`config.mk`:
```
export PLATFORM = sky130hd
export DESIGN_NAME = lcg_keystream_xor_seekable_core
export DESIGN_NICKNAME = d
export VERILOG_FILES = /design/src/design/lcgk_pkg.sv /design/src/design/lcgk_front.sv /design/src/design/lcgk_queue.sv /design/src/design/lcgk_back.sv /design/src/design/lcg_keystream_xor_seekable_core.sv
export VERILOG_INCLUDE_DIRS = /design/src /design/src/design
export SDC_FILE = /design/constraint.sdc
export NUM_CORES = 2
export LEC_CHECK = 0
export BUFFER_PORTS_ARGS = -buffer_cell sky130_fd_sc_hd__buf_4
export CORE_UTILIZATION = 40
export DETAILED_ROUTE_END_ITERATION = 6
export GPL_TIMING_DRIVEN = 0
export PLACE_DENSITY = 0.58
export SLEW_MARGIN = 20
export SYNTH_ARGS = -nofsm -noshare
export SYNTH_HDL_FRONTEND = slang
export SYNTH_HIERARCHICAL = 1
export SYNTH_SLANG_ARGS = --single-unit
```
`constraint.sdc`:
```
create_clock -name clk -period 9.4 [get_ports clk]
set_clock_uncertainty 0.15 [all_clocks]
set_input_delay 0.47 -clock clk [delete_from_list [all_inputs] [get_ports clk]]
set_output_delay 0.47 -clock clk [all_outputs]
set_load 0.02 [all_outputs]
```
`src/design/lcg_keystream_xor_seekable_core_defines.svh`:
```
// Assertion macros shared by the keystream core modules.
`ifndef LCG_KEYSTREAM_XOR_SEEKABLE_CORE_DEFINES_SVH
`define LCG_KEYSTREAM_XOR_SEEKABLE_CORE_DEFINES_SVH
`ifndef SYNTH
// Property that must hold at every clock edge outside reset.
`define LCGK_ASSERT(label, prop) \
  label: assert property (@(posedge clk) disable iff (!rst_n) (prop)) \
    else $error("lcgk: invariant violated");
// Condition whose consequence must hold in the next cycle.
`define LCGK_ASSERT_NEXT(label, ante, cons) \
  label: assert property (@(posedge clk) disable iff (!rst_n) (ante) |=> (cons)) \
    else $error("lcgk: next-cycle check failed");
`else
`define LCGK_ASSERT(label, prop)
`define LCGK_ASSERT_NEXT(label, ante, cons)
`endif
`endif

```
`src/design/lcgk_pkg.sv`:
```
// Types, codes and constants shared by the keystream core modules.
package lcgk_pkg;

  // Register reset values.
  localparam logic [31:0] LCGK_INIT_KEY_RST   = 32'd0;
  localparam logic [31:0] LCGK_MULTIPLIER_RST = 32'd214013;
  localparam logic [31:0] LCGK_INCREMENT_RST  = 32'd2531011;
  localparam logic [4:0]  LCGK_KEY_SHIFT_RST  = 5'd24;

  // Default depth of the command queue between front and back.
  localparam int LCGK_QUEUE_DEPTH = 4;

  // Function codes on the input channel.
  typedef enum logic [1:0] {
    FUNC_DATA     = 2'd0,
    FUNC_SEEK_ABS = 2'd1,
    FUNC_SEEK_REL = 2'd2
  } func_t;

  // Configuration register indexes.
  typedef enum logic [1:0] {
    CFG_INITIAL_KEY = 2'd0,
    CFG_MULTIPLIER  = 2'd1,
    CFG_INCREMENT   = 2'd2,
    CFG_KEY_SHIFT   = 2'd3
  } cfg_reg_t;

  // Command kinds handed from the front to the back.
  typedef enum logic [1:0] {
    CMD_DATA   = 2'd0,
    CMD_NOP    = 2'd1,
    CMD_FWD    = 2'd2,
    CMD_RELOAD = 2'd3
  } cmd_kind_t;

  // Back-end sequencer states.
  typedef enum logic [2:0] {
    BK_IDLE,
    BK_ACC_A,
    BK_ACC_C,
    BK_STEP_C,
    BK_STEP_A,
    BK_FINAL
  } back_state_t;

  typedef struct packed {
    logic [1:0]         func;
    logic [7:0]         data_in;
    logic [31:0]        target_offset;
    logic signed [31:0] delta_offset;
  } in_item_t;

  typedef struct packed {
    logic [7:0] data_out;
    logic       seek_error;
  } out_item_t;

  typedef struct packed {
    logic        valid;
    logic [1:0]  index;
    logic [31:0] data;
  } cfg_beat_t;

  typedef struct packed {
    cmd_kind_t   kind;
    logic [7:0]  data;
    logic        err;
    logic [31:0] arg;
  } cmd_t;

  // First sequencer step for a remaining advance count.
  function automatic back_state_t bk_first_step(logic [31:0] n);
    back_state_t s;
    if (n == 32'd0) begin
      s = BK_FINAL;
    end else if (n[0]) begin
      s = BK_ACC_A;
    end else begin
      s = BK_STEP_C;
    end
    return s;
  endfunction

endpackage

```
`src/design/lcgk_front.sv`:
```
// Front end: accepts input beats, tracks the byte position and classifies seeks.
module lcgk_front import lcgk_pkg::*; (
  input  logic      clk,
  input  logic      rst_n,
  input  cfg_beat_t cfg_wr,
  input  logic      in_valid,
  output logic      in_ready,
  input  in_item_t  in_item,
  input  logic      q_full,
  output logic      q_push,
  output cmd_t      q_cmd
);

  logic [31:0] pos_r, pos_nxt;
  logic [33:0] rel_sum;
  logic [31:0] seek_tgt;
  logic [31:0] seek_dist;
  logic        seek_gt, seek_lt;

  assign in_ready = !q_full;
  assign q_push   = in_valid && !q_full;

  // Relative target in a signed 34-bit range, then the common seek compare.
  assign rel_sum   = {2'b00, pos_r} + {{2{in_item.delta_offset[31]}}, in_item.delta_offset};
  assign seek_tgt  = (in_item.func == FUNC_SEEK_ABS) ? in_item.target_offset : rel_sum[31:0];
  assign seek_gt   = seek_tgt > pos_r;
  assign seek_lt   = seek_tgt < pos_r;
  assign seek_dist = seek_tgt - pos_r;

  // Classify the beat into a back-end command and the next position.
  always_comb begin
    q_cmd      = '0;
    q_cmd.kind = CMD_NOP;
    q_cmd.data = in_item.data_in;
    pos_nxt    = pos_r;
    case (in_item.func)
      FUNC_DATA: begin
        q_cmd.kind = CMD_DATA;
        pos_nxt    = pos_r + 32'd1;
      end
      FUNC_SEEK_ABS, FUNC_SEEK_REL: begin
        if (in_item.func == FUNC_SEEK_REL && in_item.delta_offset == 32'sd0) begin
          q_cmd.kind = CMD_NOP;
        end else if (in_item.func == FUNC_SEEK_REL && rel_sum[33]) begin
          q_cmd.kind = CMD_NOP;
          q_cmd.err  = 1'b1;
        end else if (seek_gt) begin
          q_cmd.kind = CMD_FWD;
          q_cmd.arg  = seek_dist;
          pos_nxt    = seek_tgt;
        end else if (seek_lt) begin
          q_cmd.kind = CMD_RELOAD;
          q_cmd.arg  = seek_tgt;
          pos_nxt    = seek_tgt;
        end else begin
          q_cmd.kind = CMD_NOP;
        end
      end
      default: begin
        q_cmd.kind = CMD_NOP;
      end
    endcase
  end

  // Position register; a new seed restarts the stream at zero.
  always_ff @(posedge clk) begin
    if (!rst_n) begin
      pos_r <= 32'd0;
    end else if (cfg_wr.valid && cfg_wr.index == CFG_INITIAL_KEY) begin
      pos_r <= 32'd0;
    end else if (q_push) begin
      pos_r <= pos_nxt;
    end
  end

endmodule

```
`src/design/lcgk_queue.sv`:
```
// Command queue between the front end and the back end.
`include "lcg_keystream_xor_seekable_core_defines.svh"
module lcgk_queue import lcgk_pkg::*; #(
  parameter int DEPTH = LCGK_QUEUE_DEPTH
) (
  input  logic clk,
  input  logic rst_n,
  input  logic push,
  input  cmd_t wr_cmd,
  output logic full,
  input  logic pop,
  output logic rd_valid,
  output cmd_t rd_cmd
);

  localparam int PTR_W = (DEPTH > 1) ? $clog2(DEPTH) : 1;
  localparam int CNT_W = $clog2(DEPTH + 1);

  cmd_t             mem_r [DEPTH];
  logic [PTR_W-1:0] wr_ptr_r, rd_ptr_r;
  logic [CNT_W-1:0] count_r;
  logic             do_push, do_pop;

  assign full     = count_r == CNT_W'(DEPTH);
  assign rd_valid = count_r != '0;
  assign rd_cmd   = mem_r[rd_ptr_r];
  assign do_push  = push && !full;
  assign do_pop   = pop && rd_valid;

  // Storage is written at the tail.
  always_ff @(posedge clk) begin
    if (do_push) begin
      mem_r[wr_ptr_r] <= wr_cmd;
    end
  end

  // Pointers and fill count.
  always_ff @(posedge clk) begin
    if (!rst_n) begin
      wr_ptr_r <= '0;
      rd_ptr_r <= '0;
      count_r  <= '0;
    end else begin
      if (do_push) begin
        wr_ptr_r <= (wr_ptr_r == PTR_W'(DEPTH - 1)) ? '0 : wr_ptr_r + PTR_W'(1);
      end
      if (do_pop) begin
        rd_ptr_r <= (rd_ptr_r == PTR_W'(DEPTH - 1)) ? '0 : rd_ptr_r + PTR_W'(1);
      end
      if (do_push && !do_pop) begin
        count_r <= count_r + CNT_W'(1);
      end else if (do_pop && !do_push) begin
        count_r <= count_r - CNT_W'(1);
      end
    end
  end

  `LCGK_ASSERT(a_count_bound, count_r <= CNT_W'(DEPTH))
  `LCGK_ASSERT(a_no_push_full, !(push && full))
  `LCGK_ASSERT_NEXT(a_push_grows, do_push && !do_pop, count_r == $past(count_r) + CNT_W'(1))

endmodule

```
`src/design/lcgk_back.sv`:
```
// Back end: keystream XOR for data and a shared-multiplier sequencer for seeks.
`include "lcg_keystream_xor_seekable_core_defines.svh"
module lcgk_back import lcgk_pkg::*; (
  input  logic      clk,
  input  logic      rst_n,
  input  cfg_beat_t cfg_wr,
  input  logic      q_valid,
  input  cmd_t      q_cmd,
  output logic      q_pop,
  output logic      out_valid,
  input  logic      out_ready,
  output out_item_t out_item
);

  back_state_t state_r, state_nxt;
  logic [31:0] key_r, key_nxt;
  logic [31:0] init_key_r, init_key_nxt;
  logic [31:0] mul_r, mul_nxt;
  logic [31:0] inc_r, inc_nxt;
  logic [4:0]  shift_r, shift_nxt;
  logic [31:0] acc_a_r, acc_a_nxt;
  logic [31:0] acc_c_r, acc_c_nxt;
  logic [31:0] sa_r, sa_nxt;
  logic [31:0] sc_r, sc_nxt;
  logic [31:0] n_r, n_nxt;
  logic        out_valid_r, out_valid_nxt;
  out_item_t   out_item_r, out_item_nxt;

  logic [31:0] mul_a, mul_b, add_c, prod, mac;

  assign out_valid = out_valid_r;
  assign out_item  = out_item_r;

  // The one multiply-add unit, shared by all steps.
  assign prod = mul_a * mul_b;
  assign mac  = prod + add_c;

  // Sequencer: one multiply-add per cycle over the bits of the advance count.
  always_comb begin
    state_nxt     = state_r;
    key_nxt       = key_r;
    init_key_nxt  = init_key_r;
    mul_nxt       = mul_r;
    inc_nxt       = inc_r;
    shift_nxt     = shift_r;
    acc_a_nxt     = acc_a_r;
    acc_c_nxt     = acc_c_r;
    sa_nxt        = sa_r;
    sc_nxt        = sc_r;
    n_nxt         = n_r;
    out_valid_nxt = out_valid_r;
    out_item_nxt  = out_item_r;
    q_pop         = 1'b0;
    mul_a         = mul_r;
    mul_b         = key_r;
    add_c         = inc_r;

    if (out_ready) begin
      out_valid_nxt = 1'b0;
    end

    case (state_r)
      BK_IDLE: begin
        if (q_valid && (!out_valid_r || out_ready)) begin
          q_pop         = 1'b1;
          out_valid_nxt = 1'b1;
          out_item_nxt  = '0;
          case (q_cmd.kind)
            CMD_DATA: begin
              out_item_nxt.data_out = q_cmd.data ^ 8'(key_r >> shift_r);
              key_nxt               = mac;
            end
            CMD_FWD, CMD_RELOAD: begin
              acc_a_nxt = 32'd1;
              acc_c_nxt = 32'd0;
              sa_nxt    = mul_r;
              sc_nxt    = inc_r;
              n_nxt     = q_cmd.arg;
              state_nxt = bk_first_step(q_cmd.arg);
              if (q_cmd.kind == CMD_RELOAD) begin
                key_nxt = init_key_r;
              end
            end
            default: begin
              out_item_nxt.seek_error = q_cmd.err;
            end
          endcase
        end
      end
      BK_ACC_A: begin
        mul_a     = sa_r;
        mul_b     = acc_a_r;
        add_c     = 32'd0;
        acc_a_nxt = mac;
        state_nxt = BK_ACC_C;
      end
      BK_ACC_C: begin
        mul_a     = sa_r;
        mul_b     = acc_c_r;
        add_c     = sc_r;
        acc_c_nxt = mac;
        state_nxt = (n_r[31:1] == 31'd0) ? BK_FINAL : BK_STEP_C;
      end
      BK_STEP_C: begin
        mul_a     = sa_r;
        mul_b     = sc_r;
        add_c     = sc_r;
        sc_nxt    = mac;
        state_nxt = BK_STEP_A;
      end
      BK_STEP_A: begin
        mul_a     = sa_r;
        mul_b     = sa_r;
        add_c     = 32'd0;
        sa_nxt    = mac;
        n_nxt     = {1'b0, n_r[31:1]};
        state_nxt = bk_first_step({1'b0, n_r[31:1]});
      end
      BK_FINAL: begin
        mul_a     = acc_a_r;
        mul_b     = key_r;
        add_c     = acc_c_r;
        key_nxt   = mac;
        state_nxt = BK_IDLE;
      end
      default: begin
        state_nxt = BK_IDLE;
      end
    endcase

    // Register writes must arrive only while the block is idle; not enforced.
    if (cfg_wr.valid) begin
      case (cfg_wr.index)
        CFG_INITIAL_KEY: begin
          init_key_nxt = cfg_wr.data;
          key_nxt      = cfg_wr.data;
        end
        CFG_MULTIPLIER: mul_nxt   = cfg_wr.data;
        CFG_INCREMENT:  inc_nxt   = cfg_wr.data;
        CFG_KEY_SHIFT:  shift_nxt = cfg_wr.data[4:0];
        default: begin
          shift_nxt = shift_r;
        end
      endcase
    end
  end

  // Control state and registers.
  always_ff @(posedge clk) begin
    if (!rst_n) begin
      state_r     <= BK_IDLE;
      key_r       <= LCGK_INIT_KEY_RST;
      init_key_r  <= LCGK_INIT_KEY_RST;
      mul_r       <= LCGK_MULTIPLIER_RST;
      inc_r       <= LCGK_INCREMENT_RST;
      shift_r     <= LCGK_KEY_SHIFT_RST;
      out_valid_r <= 1'b0;
    end else begin
      state_r     <= state_nxt;
      key_r       <= key_nxt;
      init_key_r  <= init_key_nxt;
      mul_r       <= mul_nxt;
      inc_r       <= inc_nxt;
      shift_r     <= shift_nxt;
      out_valid_r <= out_valid_nxt;
    end
  end

  // Working registers of the advance and the result payload.
  always_ff @(posedge clk) begin
    acc_a_r    <= acc_a_nxt;
    acc_c_r    <= acc_c_nxt;
    sa_r       <= sa_nxt;
    sc_r       <= sc_nxt;
    n_r        <= n_nxt;
    out_item_r <= out_item_nxt;
  end

  `LCGK_ASSERT(a_pop_only_idle, !(q_pop && state_r != BK_IDLE))
  `LCGK_ASSERT_NEXT(a_pop_gives_result, q_pop, out_valid_r)
  `LCGK_ASSERT_NEXT(a_final_to_idle, state_r == BK_FINAL, state_r == BK_IDLE)

endmodule

```
`src/design/lcg_keystream_xor_seekable_core.sv`:
```
// Data bytes: the input beat passes the command queue, then the output register,
// before its result beat; one byte per cycle sustained while out_ready holds high.
// Seeks: same result path; the back end then runs ACC_A/ACC_C per set bit and
// STEP_C/STEP_A between bits of the advance count, then BK_FINAL, on its single
// 32x32 multiply-add unit, and later items wait in the command queue meanwhile.
// Reset (synchronous, active low) loads register defaults, key 0 and position 0.
module lcg_keystream_xor_seekable_core import lcgk_pkg::*; #(
  parameter int QUEUE_DEPTH = LCGK_QUEUE_DEPTH
) (
  input  logic        clk,
  input  logic        rst_n,
  input  logic        in_valid,
  output logic        in_ready,
  input  in_item_t    in_item,
  output logic        out_valid,
  input  logic        out_ready,
  output out_item_t   out_item,
  input  logic        cfg_valid,
  output logic        cfg_ready,
  input  logic [1:0]  cfg_index,
  input  logic [31:0] cfg_data
);

  cfg_beat_t cfg_wr;
  logic      q_push, q_full, q_pop, q_valid;
  cmd_t      q_wr_cmd, q_rd_cmd;

  // Register writes are always taken.
  assign cfg_ready    = 1'b1;
  assign cfg_wr.valid = cfg_valid;
  assign cfg_wr.index = cfg_index;
  assign cfg_wr.data  = cfg_data;

  lcgk_front u_front (
    .clk      (clk),
    .rst_n    (rst_n),
    .cfg_wr   (cfg_wr),
    .in_valid (in_valid),
    .in_ready (in_ready),
    .in_item  (in_item),
    .q_full   (q_full),
    .q_push   (q_push),
    .q_cmd    (q_wr_cmd)
  );

  lcgk_queue #(
    .DEPTH (QUEUE_DEPTH)
  ) u_queue (
    .clk      (clk),
    .rst_n    (rst_n),
    .push     (q_push),
    .wr_cmd   (q_wr_cmd),
    .full     (q_full),
    .pop      (q_pop),
    .rd_valid (q_valid),
    .rd_cmd   (q_rd_cmd)
  );

  lcgk_back u_back (
    .clk       (clk),
    .rst_n     (rst_n),
    .cfg_wr    (cfg_wr),
    .q_valid   (q_valid),
    .q_cmd     (q_rd_cmd),
    .q_pop     (q_pop),
    .out_valid (out_valid),
    .out_ready (out_ready),
    .out_item  (out_item)
  );

endmodule
```
==> impl_metrics.yaml <==
run_status:
  status: "completed"
synthesis:
  yosysSeqAreaShare_pct: 28.74
  syn_nets: 5913
  ys_ff_latch: 518
  synth_top_area_cell: "edfxtp_1"
  syn_area_per_cell_um2: 9.289
  synth_most_common_cell: "nand2_1"
  synth_area_mm2: 0.04792
  synth_flop_cell: "edfxtp_1"
  yosysTopAreaCellShare_pct: 21.30
  syn_inst: 5159
  ys_warn_count: 6
  synthTopCellsByArea: "edfxtp_1 21%, fa_1 18%, dfxtp_1 7.4%, ha_1 5.2%, nand2_1 4.7%"
  synth_cell_types: 99
  synth_commonest_cells: "604 x nand2_1, 591 x inv_1, 522 x nor2_1, 441 x fa_1, 340 x edfxtp_1"
  synth_edf_count: 340
  async_flop_share_pct: 0
timing:
  rsz0062_at_grt: "true"
  finalSetupViolCount: 0
  relSlewSlack_pct: 26.08
  tightest_slew_ns: 1.101
  final_max_slew_viol_count: 0
  setup_slack_ns: 0.05903
  period_share_pct: 99.37
  maxClockFrequency_mhz: 107.1
  period_minus_slack_ns: 9.341
  hold_viol_final: 0
grt:
  grt_pass1_wl_um: 295100
  gr-usage-all-layers_pct: 33.64
  first_global_vias: 41700
  antenna_found_initial: 9
  overflow: 0
  grt_max_degree: 44
critical_path:
  required_ns: 9.78
  critPathSlowestCell: "xor2_2"
  critPathLaunchType: "flip-flop"
  r2r_start: "u_back/state_r[2]"
  crit_path_start: "u_back/state_r[2]"
  cp.arrival_ns: 9.72
  end_kind: "flip-flop"
  worstPathMaxFanout: 10
  crit_type: "flip-flop to flip-flop"
  slowest_delay_ns: 0.76
  crit_path_frequent_cell: "fa_1"
  r2r_setup_slack_ns: 0.06
finish:
  drive_gt1_share_pct: 14.78
  final_nets: 6169
  area_growth_pct: 15.30
floorplanning:
  start_util_pct: 40.48
  num_rows: 126
  die-area_mm2: 0.1212
  fp.dieW_um: 348.1
  core_area_mm2: 0.1184
  die_h_um: 348.1
  ios: 125
min_path:
  min-delay-start: "rst_n"
  worstHoldPathType: "primary input to flip-flop"
routing:
  first_iter_violations: 5192
  drt-met1-wl_um: 81770
  first_pass_iters: 6
  routed_via_density: 6.037
  top_layer_used: "met5"
  drc_errors: 0
  routed_wl_um: 206100
  dr_wl_met2_um: 90500
  wl_per_cell_um: 29.20
  wl_met3_um: 20660
  via_count: 42620
  ant_nets: 0
clock_tree:
  cts_made_buffers: 53
  clk_pin_slew_worst_paths_ns: 0.06
  cts_tree: "built"
  cts.sinks: 518
  htreeDepth: 2
  cts_root_buf: "clkbuf_16"
  clk_latency_ns: 0.66
  cts_buffer_depth: 3
placed_design:
  port_buffers: 115
  place.gp.congestion: 1.044
  dpl_worst_slack_ns: -3.089
  dp_hpwl_um: 160700
job:
  maxCapViolCount: 0
-- cells by family (layout without fill, tap and decap cells) --
group,after synthesis,count (layout),synth area share (%)
mux,265,265,7.472
buf+inv,921,1221,7.723
compound gates,1089,1089,15.17
simple gates,1583,1583,14.62
other cells,1,2,0.007825
flops,518,518,28.74
fa+ha+maj,641,641,23.64
xor+xnor,141,141,2.621
-- timing repair --
item	in CTS	in global routing
buffers inserted	25	20
hold buffers	40	0
pin swaps	16	34
gates resized for setup	343	128
hold endpoints to repair	139	0
endpoints found under the setup margin	117	65
-- final timing paths --
| kind | cells past startpoint | to |
|---|---|---|
| max | 33 | u_back/key_r[21] |
| min | 3 | u_queue/rd_ptr_r[1] |
| max reg2reg | 33 | u_back/key_r[21] |
| min reg2reg | 2 | u_back/init_key_r[23] |
-- routing by layer --
metal | up-vias | GRT usage [%]
met3 | 547 | 6.326
met2 | 2548 | 51.48
li1 | 18230 | -
met1 | 21290 | 44.77
met4 | 12 | 18.66
met5 | - | 0
-- final cells by class --
| type | instances | area (um2) |
|---|---|---|
| antenna | 1 | 2.502 |
| buffer | 306 | 2016 |
| clock buffer | 69 | 1480 |
| clock inverter | 30 | 370.4 |
| fill | 11520 | 63140 |
| inverter | 596 | 2253 |
| multi-input combinational | 3720 | 31300 |
| sequential | 518 | 13780 |
| tap | 1600 | 2002 |
| timing repair buffer | 220 | 2057 |
-- critical path, delay by kind of cell (launching register included) --
family	cells	cell delay [ns]
AO/OA/AOI/OAI	8	1.65
XOR/XNOR	1	0.76
adder cells (fa/ha/maj)	9	3.55
buffers and inverters	11	1.73
flip-flops	1	0.33
multiplexers	1	0.10
AND/OR/NAND/NOR	3	0.88
-- layout by cell type, fill, tap and decap left out, types with 54 or more instances in the layout --
cell and instances:
nand2_1 596, inv_1 588, nor2_1 516, fa_1 441
edfxtp_1 340, o21ai_0 246, ha_1 189, buf_4 184
a21oi_1 183, dfxtp_1 176, clkbuf_1 147, mux2_2 113
mux2i_1 90, xnor2_1 89, nand3_1 85, a21boi_0 82
o22ai_1 81, nand2b_1 76, mux4_2 59, clkbuf_16 57
nor3_1 54
-- through the flow --
stage	util [%]	TNS [ns]	instances	hold slack, ns	instance area [um2]
2_1_floorplan	-	0	5159	0.2903	47920
3_3_place_gp	42.90	-221.58	6874	0.3046	50790
3_5_place_dp	43.31	-211.99	6894	0.3093	51280
4_1_cts	46.23	0	7043	0.007788	54730
5_1_grt	46.67	-0.2374	7059	0.06081	55250
6_report	46.67	0	7060	0.03737	55260
-- state kept, by name (all words and copies together), names as in the netlist, 31 cells and up, named ones only --
register	cells
u_back/inc_r	32
u_back/acc_a_r	32
u_back/init_key_r	32
u_front/pos_r	32
u_back/sc_r	32
u_back/sa_r	32
u_back/key_r	32
u_queue/mem_r	172
u_back/n_r	31
u_back/mul_r	32
u_back/acc_c_r	32
Power is left out: the tool's default activity adds up to more than one toggle a clock period on the data nets, which glitch-free logic cannot reach.
